===== config.mk =====
export PLATFORM = sky130hd
export DESIGN_NAME = sbox_linear_approx_entry
export DESIGN_NICKNAME = d
export VERILOG_FILES = /design/src/hw/rtl/sla_pkg.sv /design/src/hw/rtl/sla_ram.sv /design/src/hw/rtl/sla_ctrl.sv /design/src/hw/rtl/sla_dp.sv /design/src/hw/rtl/sbox_linear_approx_entry.sv
export VERILOG_INCLUDE_DIRS = /design/src /design/src/hw/rtl
export SDC_FILE = /design/constraint.sdc
export NUM_CORES = 1
export LEC_CHECK = 0
export BUFFER_PORTS_ARGS = -buffer_cell sky130_fd_sc_hd__buf_2
export CAP_MARGIN = 20
export CORE_ASPECT_RATIO = 1.4
export CORE_UTILIZATION = 53
export DETAILED_ROUTE_END_ITERATION = 12
export PLACE_DENSITY = 0.75
export SLEW_MARGIN = 20
export SYNTH_ARGS = -nofsm -noshare
export SYNTH_HDL_FRONTEND = slang
export SYNTH_SLANG_ARGS = --single-unit
export TNS_END_PERCENT = 10

===== constraint.sdc =====
create_clock -name aclk -period 1.75 [get_ports aclk]
set_input_delay 0.175 -clock aclk [delete_from_list [all_inputs] [get_ports aclk]]
set_output_delay 0.175 -clock aclk [all_outputs]
set_load 0.1 [all_outputs]

===== src/hw/rtl/sbox_linear_approx_entry_assert.svh =====
// ---------------------------------------------------------------------------
// S-box linear approximation entry - assertion macros
// Shared property forms for the controller and the datapath.
// ---------------------------------------------------------------------------
`ifndef SBOX_LINEAR_APPROX_ENTRY_ASSERT_SVH
`define SBOX_LINEAR_APPROX_ENTRY_ASSERT_SVH

// same-cycle implication, disabled in reset
`define SLA_ASSERT_NOW(label, ante, cons, msg) \
    label: assert property (@(posedge aclk) disable iff (!aresetn) \
        (ante) |-> (cons)) else $error(msg);

// next-cycle implication, disabled in reset
`define SLA_ASSERT_NEXT(label, ante, cons, msg) \
    label: assert property (@(posedge aclk) disable iff (!aresetn) \
        (ante) |=> (cons)) else $error(msg);

`endif


===== src/hw/rtl/sla_pkg.sv =====
// ---------------------------------------------------------------------------
// S-box linear approximation entry - package
// Opcodes, controller states and the command/status groups.
// ---------------------------------------------------------------------------
package sla_pkg;

    typedef enum logic {
        OP_WRITE = 1'b0,
        OP_QUERY = 1'b1
    } opcode_t;

    typedef enum logic [1:0] {
        SLA_IDLE,
        SLA_SCAN,
        SLA_TAIL,
        SLA_EMIT
    } state_t;

    typedef struct packed {
        logic wr_en;
        logic start;
        logic scan;
        logic emit;
    } cmd_t;

    typedef struct packed {
        logic addr_last;
        logic out_free;
    } sts_t;

endpackage


===== src/hw/rtl/sla_ram.sv =====
// ---------------------------------------------------------------------------
// Generic RAM
// One write port, one read port with registered read data.
// ---------------------------------------------------------------------------
module sla_ram #(
    parameter int WIDTH = 4,
    parameter int DEPTH = 16
) (
    input  logic                     aclk,
    input  logic                     we,
    input  logic [$clog2(DEPTH)-1:0] waddr,
    input  logic [WIDTH-1:0]         wdata,
    input  logic                     re,
    input  logic [$clog2(DEPTH)-1:0] raddr,
    output logic [WIDTH-1:0]         rdata
);

    logic [WIDTH-1:0] mem [DEPTH];
    logic [WIDTH-1:0] rdata_reg;

    always_ff @(posedge aclk) begin
        if (we) begin
            mem[waddr] <= wdata;
        end
        if (re) begin
            rdata_reg <= mem[raddr];
        end
    end

    assign rdata = rdata_reg;

endmodule


===== src/hw/rtl/sla_ctrl.sv =====
// ---------------------------------------------------------------------------
// S-box linear approximation entry - controller
// Sequences table writes, the table scan of a query and the result hand-off.
// ---------------------------------------------------------------------------
`include "sbox_linear_approx_entry_assert.svh"

module sla_ctrl #(
    parameter int SBOX_BITS = 4
) (
    input  logic            aclk,
    input  logic            aresetn,
    input  logic            s_tvalid,
    input  logic            opcode,
    output logic            s_tready,
    input  sla_pkg::sts_t   sts,
    output sla_pkg::cmd_t   cmd
);

    localparam int ENTRY_COUNT = 1 << SBOX_BITS;

    sla_pkg::state_t state_reg;
    sla_pkg::state_t state_next;

    always_ff @(posedge aclk) begin
        if (!aresetn) begin
            state_reg <= sla_pkg::SLA_IDLE;
        end else begin
            state_reg <= state_next;
        end
    end

    always_comb begin
        state_next = state_reg;
        case (state_reg)
            sla_pkg::SLA_IDLE: begin
                if (s_tvalid && opcode == sla_pkg::OP_QUERY) begin
                    state_next = sla_pkg::SLA_SCAN;
                end
            end
            sla_pkg::SLA_SCAN: begin
                if (sts.addr_last) begin
                    state_next = sla_pkg::SLA_TAIL;
                end
            end
            sla_pkg::SLA_TAIL: begin
                state_next = sla_pkg::SLA_EMIT;
            end
            sla_pkg::SLA_EMIT: begin
                if (sts.out_free) begin
                    state_next = sla_pkg::SLA_IDLE;
                end
            end
            default: begin
                state_next = sla_pkg::SLA_IDLE;
            end
        endcase
    end

    always_comb begin
        s_tready  = 1'b0;
        cmd       = '0;
        case (state_reg)
            sla_pkg::SLA_IDLE: begin
                s_tready  = 1'b1;
                cmd.wr_en = s_tvalid && opcode == sla_pkg::OP_WRITE;
                cmd.start = s_tvalid && opcode == sla_pkg::OP_QUERY;
            end
            sla_pkg::SLA_SCAN: begin
                cmd.scan = 1'b1;
            end
            sla_pkg::SLA_TAIL: begin
                cmd = '0;
            end
            sla_pkg::SLA_EMIT: begin
                cmd.emit = sts.out_free;
            end
            default: begin
                cmd = '0;
            end
        endcase
    end

    `SLA_ASSERT_NOW(a_start_reaches_emit, cmd.start, ##(ENTRY_COUNT + 2) (state_reg == sla_pkg::SLA_EMIT), "query did not reach emit after full scan")
    `SLA_ASSERT_NOW(a_no_write_in_scan, cmd.wr_en, state_reg == sla_pkg::SLA_IDLE && !cmd.scan, "table write during a scan")
    `SLA_ASSERT_NEXT(a_scan_end, state_reg == sla_pkg::SLA_SCAN && sts.addr_last, !cmd.scan && !s_tready, "scan overran the table")

endmodule


===== src/hw/rtl/sla_dp.sv =====
// ---------------------------------------------------------------------------
// S-box linear approximation entry - datapath
// Table RAM, scan address, parity match counter and the result register.
// ---------------------------------------------------------------------------
`include "sbox_linear_approx_entry_assert.svh"

module sla_dp #(
    parameter int SBOX_BITS = 4
) (
    input  logic                        aclk,
    input  logic                        aresetn,
    input  logic [SBOX_BITS-1:0]        entry_index,
    input  logic [SBOX_BITS-1:0]        entry_value,
    input  logic [SBOX_BITS-1:0]        input_mask,
    input  logic [SBOX_BITS-1:0]        output_mask,
    input  sla_pkg::cmd_t               cmd,
    output sla_pkg::sts_t               sts,
    output logic                        m_tvalid,
    input  logic                        m_tready,
    output logic signed [SBOX_BITS:0]   bias
);

    localparam int ENTRY_COUNT = 1 << SBOX_BITS;
    localparam int CNT_W       = SBOX_BITS + 1;
    localparam logic [CNT_W-1:0] HALF = CNT_W'(ENTRY_COUNT / 2);

    logic [SBOX_BITS-1:0]     addr_reg;
    logic [SBOX_BITS-1:0]     addr_next;
    logic [SBOX_BITS-1:0]     x_reg;
    logic                     rd_valid_reg;
    logic [SBOX_BITS-1:0]     amask_reg;
    logic [SBOX_BITS-1:0]     bmask_reg;
    logic [CNT_W-1:0]         count_reg;
    logic [CNT_W-1:0]         count_next;
    logic                     m_valid_reg;
    logic signed [CNT_W-1:0]  bias_reg;
    logic [SBOX_BITS-1:0]     rdata;
    logic                     match;

    sla_ram #(
        .WIDTH (SBOX_BITS),
        .DEPTH (ENTRY_COUNT)
    ) u_table (
        .aclk  (aclk),
        .we    (cmd.wr_en),
        .waddr (entry_index),
        .wdata (entry_value),
        .re    (cmd.scan),
        .raddr (addr_reg),
        .rdata (rdata)
    );

    assign match = (^(amask_reg & x_reg)) == (^(bmask_reg & rdata));

    always_comb begin
        addr_next = addr_reg;
        if (cmd.start) begin
            addr_next = '0;
        end else if (cmd.scan) begin
            addr_next = addr_reg + SBOX_BITS'(1);
        end
    end

    always_comb begin
        count_next = count_reg;
        if (cmd.start) begin
            count_next = '0;
        end else if (rd_valid_reg && match) begin
            count_next = count_reg + CNT_W'(1);
        end
    end

    always_ff @(posedge aclk) begin
        if (!aresetn) begin
            rd_valid_reg <= 1'b0;
            m_valid_reg  <= 1'b0;
            count_reg    <= '0;
            addr_reg     <= '0;
        end else begin
            rd_valid_reg <= cmd.scan;
            count_reg    <= count_next;
            addr_reg     <= addr_next;
            if (cmd.emit) begin
                m_valid_reg <= 1'b1;
            end else if (m_tready) begin
                m_valid_reg <= 1'b0;
            end
        end
    end

    always_ff @(posedge aclk) begin
        x_reg <= addr_reg;
        if (cmd.start) begin
            amask_reg <= input_mask;
            bmask_reg <= output_mask;
        end
        if (cmd.emit) begin
            bias_reg <= signed'(count_reg - HALF);
        end
    end

    assign sts.addr_last = addr_reg == {SBOX_BITS{1'b1}};
    assign sts.out_free  = !m_valid_reg || m_tready;
    assign m_tvalid      = m_valid_reg;
    assign bias          = bias_reg;

    `SLA_ASSERT_NOW(a_count_bound, 1'b1, count_reg <= CNT_W'(ENTRY_COUNT), "match count beyond table size")
    `SLA_ASSERT_NEXT(a_emit_valid, cmd.emit, m_valid_reg, "result register not loaded on emit")
    `SLA_ASSERT_NOW(a_emit_free, cmd.emit, !m_valid_reg || m_tready, "result overwritten while stalled")

endmodule


===== src/hw/rtl/sbox_linear_approx_entry.sv =====
// ---------------------------------------------------------------------------
// S-box linear approximation entry
// Stores an S-box and returns the linear approximation bias for a mask pair.
// ---------------------------------------------------------------------------
// Input channel s_*: one request per beat. s_tuser is the opcode: write
// stores entry_value at entry_index and returns nothing; query returns the
// bias of input_mask / output_mask over all 2^SBOX_BITS entries.
// Output channel m_*: one bias per query, signed, zero-padded in m_tdata.
// A write stores its entry in idle; the next request is accepted on the next cycle.
// A query scans the whole table before m_tvalid rises: the table RAM has one
// read port, so the scan state reads one entry per cycle, then a tail state
// waits for the registered read of the last entry and the emit state loads the
// result. s_tready rises in the same cycle as m_tvalid, so a new request is not
// taken until the earlier query has left the emit state.
// The result waits in an output register, so s_tready returns as soon as it
// is loaded. If the receiver stalls, a second query completes its scan and
// holds in its final state until the output register empties.
// Reset (aresetn low, synchronous) returns the controller to idle and drops
// any pending result; the S-box contents are not cleared and must be written
// before they are queried.
// ---------------------------------------------------------------------------
module sbox_linear_approx_entry #(
    parameter int SBOX_BITS = 4
) (
    input  logic                                   aclk,
    input  logic                                   aresetn,
    input  logic                                   s_tvalid,
    output logic                                   s_tready,
    // entry_index, entry_value, input_mask, output_mask (lowest bit up)
    input  logic [((4 * SBOX_BITS + 7) / 8) * 8 - 1:0] s_tdata,
    // opcode
    input  logic                                   s_tuser,
    output logic                                   m_tvalid,
    input  logic                                   m_tready,
    // bias (signed)
    output logic [((SBOX_BITS + 8) / 8) * 8 - 1:0] m_tdata
);

    localparam int M_TDATA_W = ((SBOX_BITS + 8) / 8) * 8;

    sla_pkg::cmd_t cmd;
    sla_pkg::sts_t sts;
    logic signed [SBOX_BITS:0] bias;

    sla_ctrl #(
        .SBOX_BITS (SBOX_BITS)
    ) u_ctrl (
        .aclk     (aclk),
        .aresetn  (aresetn),
        .s_tvalid (s_tvalid),
        .opcode   (s_tuser),
        .s_tready (s_tready),
        .sts      (sts),
        .cmd      (cmd)
    );

    sla_dp #(
        .SBOX_BITS (SBOX_BITS)
    ) u_dp (
        .aclk        (aclk),
        .aresetn     (aresetn),
        .entry_index (s_tdata[SBOX_BITS-1:0]),
        .entry_value (s_tdata[2*SBOX_BITS-1:SBOX_BITS]),
        .input_mask  (s_tdata[3*SBOX_BITS-1:2*SBOX_BITS]),
        .output_mask (s_tdata[4*SBOX_BITS-1:3*SBOX_BITS]),
        .cmd         (cmd),
        .sts         (sts),
        .m_tvalid    (m_tvalid),
        .m_tready    (m_tready),
        .bias        (bias)
    );

    assign m_tdata = M_TDATA_W'(unsigned'(bias));

endmodule


### Yosys cells after proc, flatten, opt, wreduce, memory -nomap -nowiden

Memory sizes are Yosys's and may differ from the RTL's. A register that Yosys moved wholly into a read port is not among the register bits.
Index checks and enable logic that the tools add are counted.

* input bits: 21
* register bits after elaboration: 30
* output and inout port bits: 10
* RAM bits: 64
* memories: 1

Memories
* u_dp.u_table.mem: depth 16, bits a word 4, read ports 1, clocked after memory_dff 1, wr ports 1, line sla_ram.sv:18 `logic [WIDTH-1:0] mem [DEPTH];`

* equal/unequal tests: 8
* $add $sub $neg: 3
* multiplexer cells: 12
* bitwise operators: 4
* reduce and logical (&&, ||, !) cells: 11

Operator list (number)
* $and A4 B4 Y4: 2
* $mux W2: 4
* $pmux W2 S4: 1
* $reduce_xor A4 Y1: 2
* $mux W1: 7
* $add A5 B1 Y5 const B: 1
* $sub A5 B4 Y5 const B: 1
* $add A4 B1 Y4 const B: 1
* $eq A2 B2 Y1 const B: 2
* $eq A4 B4 Y1 const B: 1
* $ne A2 B1 Y1 const B: 2
* $logic_and A1 B1 Y1: 3
* $reduce_and A3 Y1: 1
* $eq A2 B1 Y1 const B: 1
* $logic_not A2 Y1: 1
* $ne A2 B2 Y1 const B: 1
* $not A1 Y1: 2
* $reduce_bool A2 Y1: 1
* $reduce_or A2 Y1: 1
* $eq A1 B1 Y1: 1
* $logic_not A1 Y1: 1
* $logic_or A1 B1 Y1: 1

### Longest topological paths before layout

* depth in word-level cells: 5
* mapped depth: 6
* gate-level depth less buffers: 6

### By module

From an unflattened synthesis, not the netlist that was laid out.

* cell total of the unflattened synthesis: 241
* area, all modules: 3953.8 um^2

Modules (own cells, without submodules)
* sla_ram: times used 1, sequential area each 2042.0 um^2, cells an instance 130, area each 2706.3 um^2
* sla_dp: times used 1, sequential area each 690.7 um^2, cells an instance 84, area each 1033.5 um^2
* sla_ctrl: times used 1, sequential area each 40.0 um^2, cells an instance 23, area each 187.7 um^2
* sbox_linear_approx_entry: times used 1, sequential area each 0.0 um^2, cells an instance 4, area each 26.3 um^2

### Worst setup path before layout

No wires, ideal clock.

* path kind: register to register
* from: reg u_ctrl.state_reg[0]
* to: mem u_dp.u_table.mem[0][0], enable pin
* setup time: 361 ps
* cell stages (with the launch flop): 6
* slack: -863 ps
* arrival: 2252 ps
* data required time: 1389 ps
* cell sequence: dfxtp_1 -> inv_1 -> ha_1 -> nand3b_1 -> or3_1 -> nor3_1

* cells in the longest elaborated chain, start to end: 4

RTL lines
* start: declaration: line sla_ctrl.sv:21 `sla_pkg::state_t state_reg;`
* start signal: assignment: line sla_ctrl.sv:26 `state_reg <= sla_pkg::SLA_IDLE;`
* start signal: assignment: line sla_ctrl.sv:28 `state_reg <= state_next;`
* $logic_not A2 Y1: line sla_ctrl.sv:62 `case (state_reg)`
* $mux W2: line sla_ctrl.sv:62
* $mux W1: line sla_ram.sv:22 `if (we) begin`
* $mux W1 (implied by the code): line sla_ram.sv:23 `mem[waddr] <= wdata;`
* end: declaration: line sla_ram.sv:18

Every way passes these cells.

==> impl_metrics.tcl <==
set metrics [dict create \
    overflow 0 \
    std_cell_rows 36 \
    vias 2096 \
    worst-path-buf-inv 1 \
    core_area_sq_mm 0.00703 \
    crit_fanout 5 \
    post-route-drc-count 0 \
    initial_utilization 0.551 \
    drv_slew 0 \
    hp-class "input pin to flip-flop" \
    via_per_inst 5.37 \
    grt_start_max_net_pins 19 \
    final_cell_mix "edfxtp_1 (81), buf_2 (27), mux4_2 (20)" \
    ios 31 \
    cts_sinks 98 \
    arrival_ps 1900 \
    rsz0062_at_grt "yes" \
    grtUsageTotal 0.213 \
    cpMostUsedCell "mux4_2" \
    fin_ws_ps -36.7 \
    required_ps 1860 \
    violations "setup timing" \
    drv_cap 0 \
    drt-total-wl_um 7040 \
    grt_use_met1 0.231 \
    numCtsBuffers 9 \
    synth_flop_cell "edfxtp_1" \
    grt_pass1_wl_um 11100 \
    status "finished with violations" \
    synth_warnings 0 \
    clock_latency_ps 360 \
    use_met3 0.0587 \
    synth.distinct_cells 32 \
    fp.dieH_um 103 \
    final_cells 390 \
    dp_cells 365 \
    cp_top_family "multiplexers" \
    clock_path_buffers 2 \
    path_class "flip-flop to flip-flop" \
    critical_path.slowest_cell "mux4_2" \
    avgSynthCellArea_sq_um 17.0 \
    first_iter_violations 105 \
    synth_edf_count 81 \
    cts_setup_buffers 0 \
    syn_to_final_growth_pct 20.4 \
    power_density_mw_per_mm2 1210 \
    port_buffers 27 \
    htree_levels 3 \
    cts_root_buf "clkbuf_8" \
    finClkSkew_ps 12.5 \
    synth-seq-area-share 0.717 \
    irDropWorstVdd_uv 918 \
    die_x_um 74.2 \
    postRouteAntennaNets 0 \
    gp_congestion 0.886 \
    firstDrtPassIters 4 \
    drive_gt1_frac 0.342 \
    ys_ff_latch 98 \
    crit_path_cell_trace "buf_6 > mux4_2 > mux4_2" \
    endpoint_kind "flip-flop" \
    grt.busiest_layer "met2" \
    min_period_ps 1790 \
    timing.critical_path.slowest_cell_delay_ps 510 \
    antenna_cells 0 \
    power_leakage_nw 1.58 \
    die_area_sq_mm 0.00765 \
    netlist_area_sq_mm 0.00387 \
    syn_inst 227 \
    wl_per_cell_um 18.1 \
    synthTopCellsByArea "edfxtp_1 (63%), mux4_2 (12%), dfxtp_1 (8.8%)" \
    hpwl_um 5110 \
    fmax_mhz 560 \
    fin_nets 318 \
    cts_tree "built" \
    grt_pass1_vias 2113 \
    largest_reg_flops 64 \
    setup_violations 2 \
    antenna_found_initial 0 \
    yosys.area.top_type "edfxtp_1" \
    cp-start-kind "flip-flop" \
    met2_usage 0.361 \
    yosysTopAreaCellShare 0.629 \
    hold_violations 0 \
    layout_commonest_cell "edfxtp_1" \
    place_ws_ps -85.7 \
    clk_pin_slew_ps 100 \
    async_reset_ff_frac 0 \
    post-route-period-util 1.02 \
]
==> worst paths after layout <==
check                   start               endpoint  slack, ps  cells past startpoint
max          u_dp.addr_reg[0]  u_dp.u_table.rdata[0]        -40                      3
min                   aresetn    u_ctrl.state_reg[0]        100                      2
max reg2reg  u_dp.addr_reg[0]  u_dp.u_table.rdata[0]        -40                      3
min reg2reg  u_dp.addr_reg[1]          u_dp.x_reg[1]        410                      0
==> repair_timing <==
| item | in CTS | in global routing |
|---|---|---|
| setup endpoints to repair | 15 | 47 |
| pin swaps | 0 | 2 |
| resized for setup | 6 | 11 |
| cloned | 1 | 0 |
| endpoints found under the hold margin | 8 | 0 |
| hold buffers | 8 | 0 |
==> cell usage after synthesis, types with 3 or more instances <==
master,instances
nor2b_1,3
buf_4,3
edfxtp_1,81
a21oi_1,4
nand3_1,3
xnor2_1,8
nand4_1,3
or3_1,4
mux4_2,20
nor2_1,21
nor3_1,4
dfxtp_1,17
xor2_1,3
o21ai_0,3
nand2_1,18
ha_1,7
inv_1,6
==> layer usage <==
layer,share of wire,wire (um)
met1,0.36,2560
met2,0.55,3850
met3,0.031,221
met4,0.058,406
met5,0,0
==> area by class of cell <==
type                       instances  area [sq um]
clock buffer                      10           128
fill                             494          2370
clock inverter                     6          73.8
timing repair buffer              58           424
sequential                        98          2780
tap                               95           119
inverter                           6          25.0
multi-input combinational        117          1110
==> through the flow <==
stage          setup TNS (ps)  hold WS (ps)   util  area, sq um  total power, mW
5_1_grt                 -1420          89.8  0.663         4660             5.91
3_3_place_gp            -65.4           353  0.612         4300             4.06
4_1_cts                 -86.0          86.5  0.656         4610             5.61
3_5_place_dp             -230           354  0.612         4300             4.10
2_1_floorplan           -1370           274      -         3930             3.81
6_report                -51.3          96.5  0.663         4660             5.64
==> cells by family after synthesis <==
| family | share of synthesized area |
|---|---|
| flops | 0.717 |
| simple gates | 0.0734 |
| mux | 0.119 |
| buf+inv | 0.0210 |
| compound gates | 0.0213 |
| xor+xnor | 0.0249 |
| fa+ha+maj | 0.0226 |
| other cells | 0.000969 |
==> where the power goes <==
part | internal [mW] | total (mW) | leakage, nW | switching (mW)
clock network | 0.681 | 1.46 | 0.0954 | 0.781
registers | 2.70 | 2.78 | 0.870 | 0.0817
logic | 0.644 | 1.40 | 0.618 | 0.752
total | 4.02 | 5.64 | 1.58 | 1.61
(Power assumes the default switching activity.)
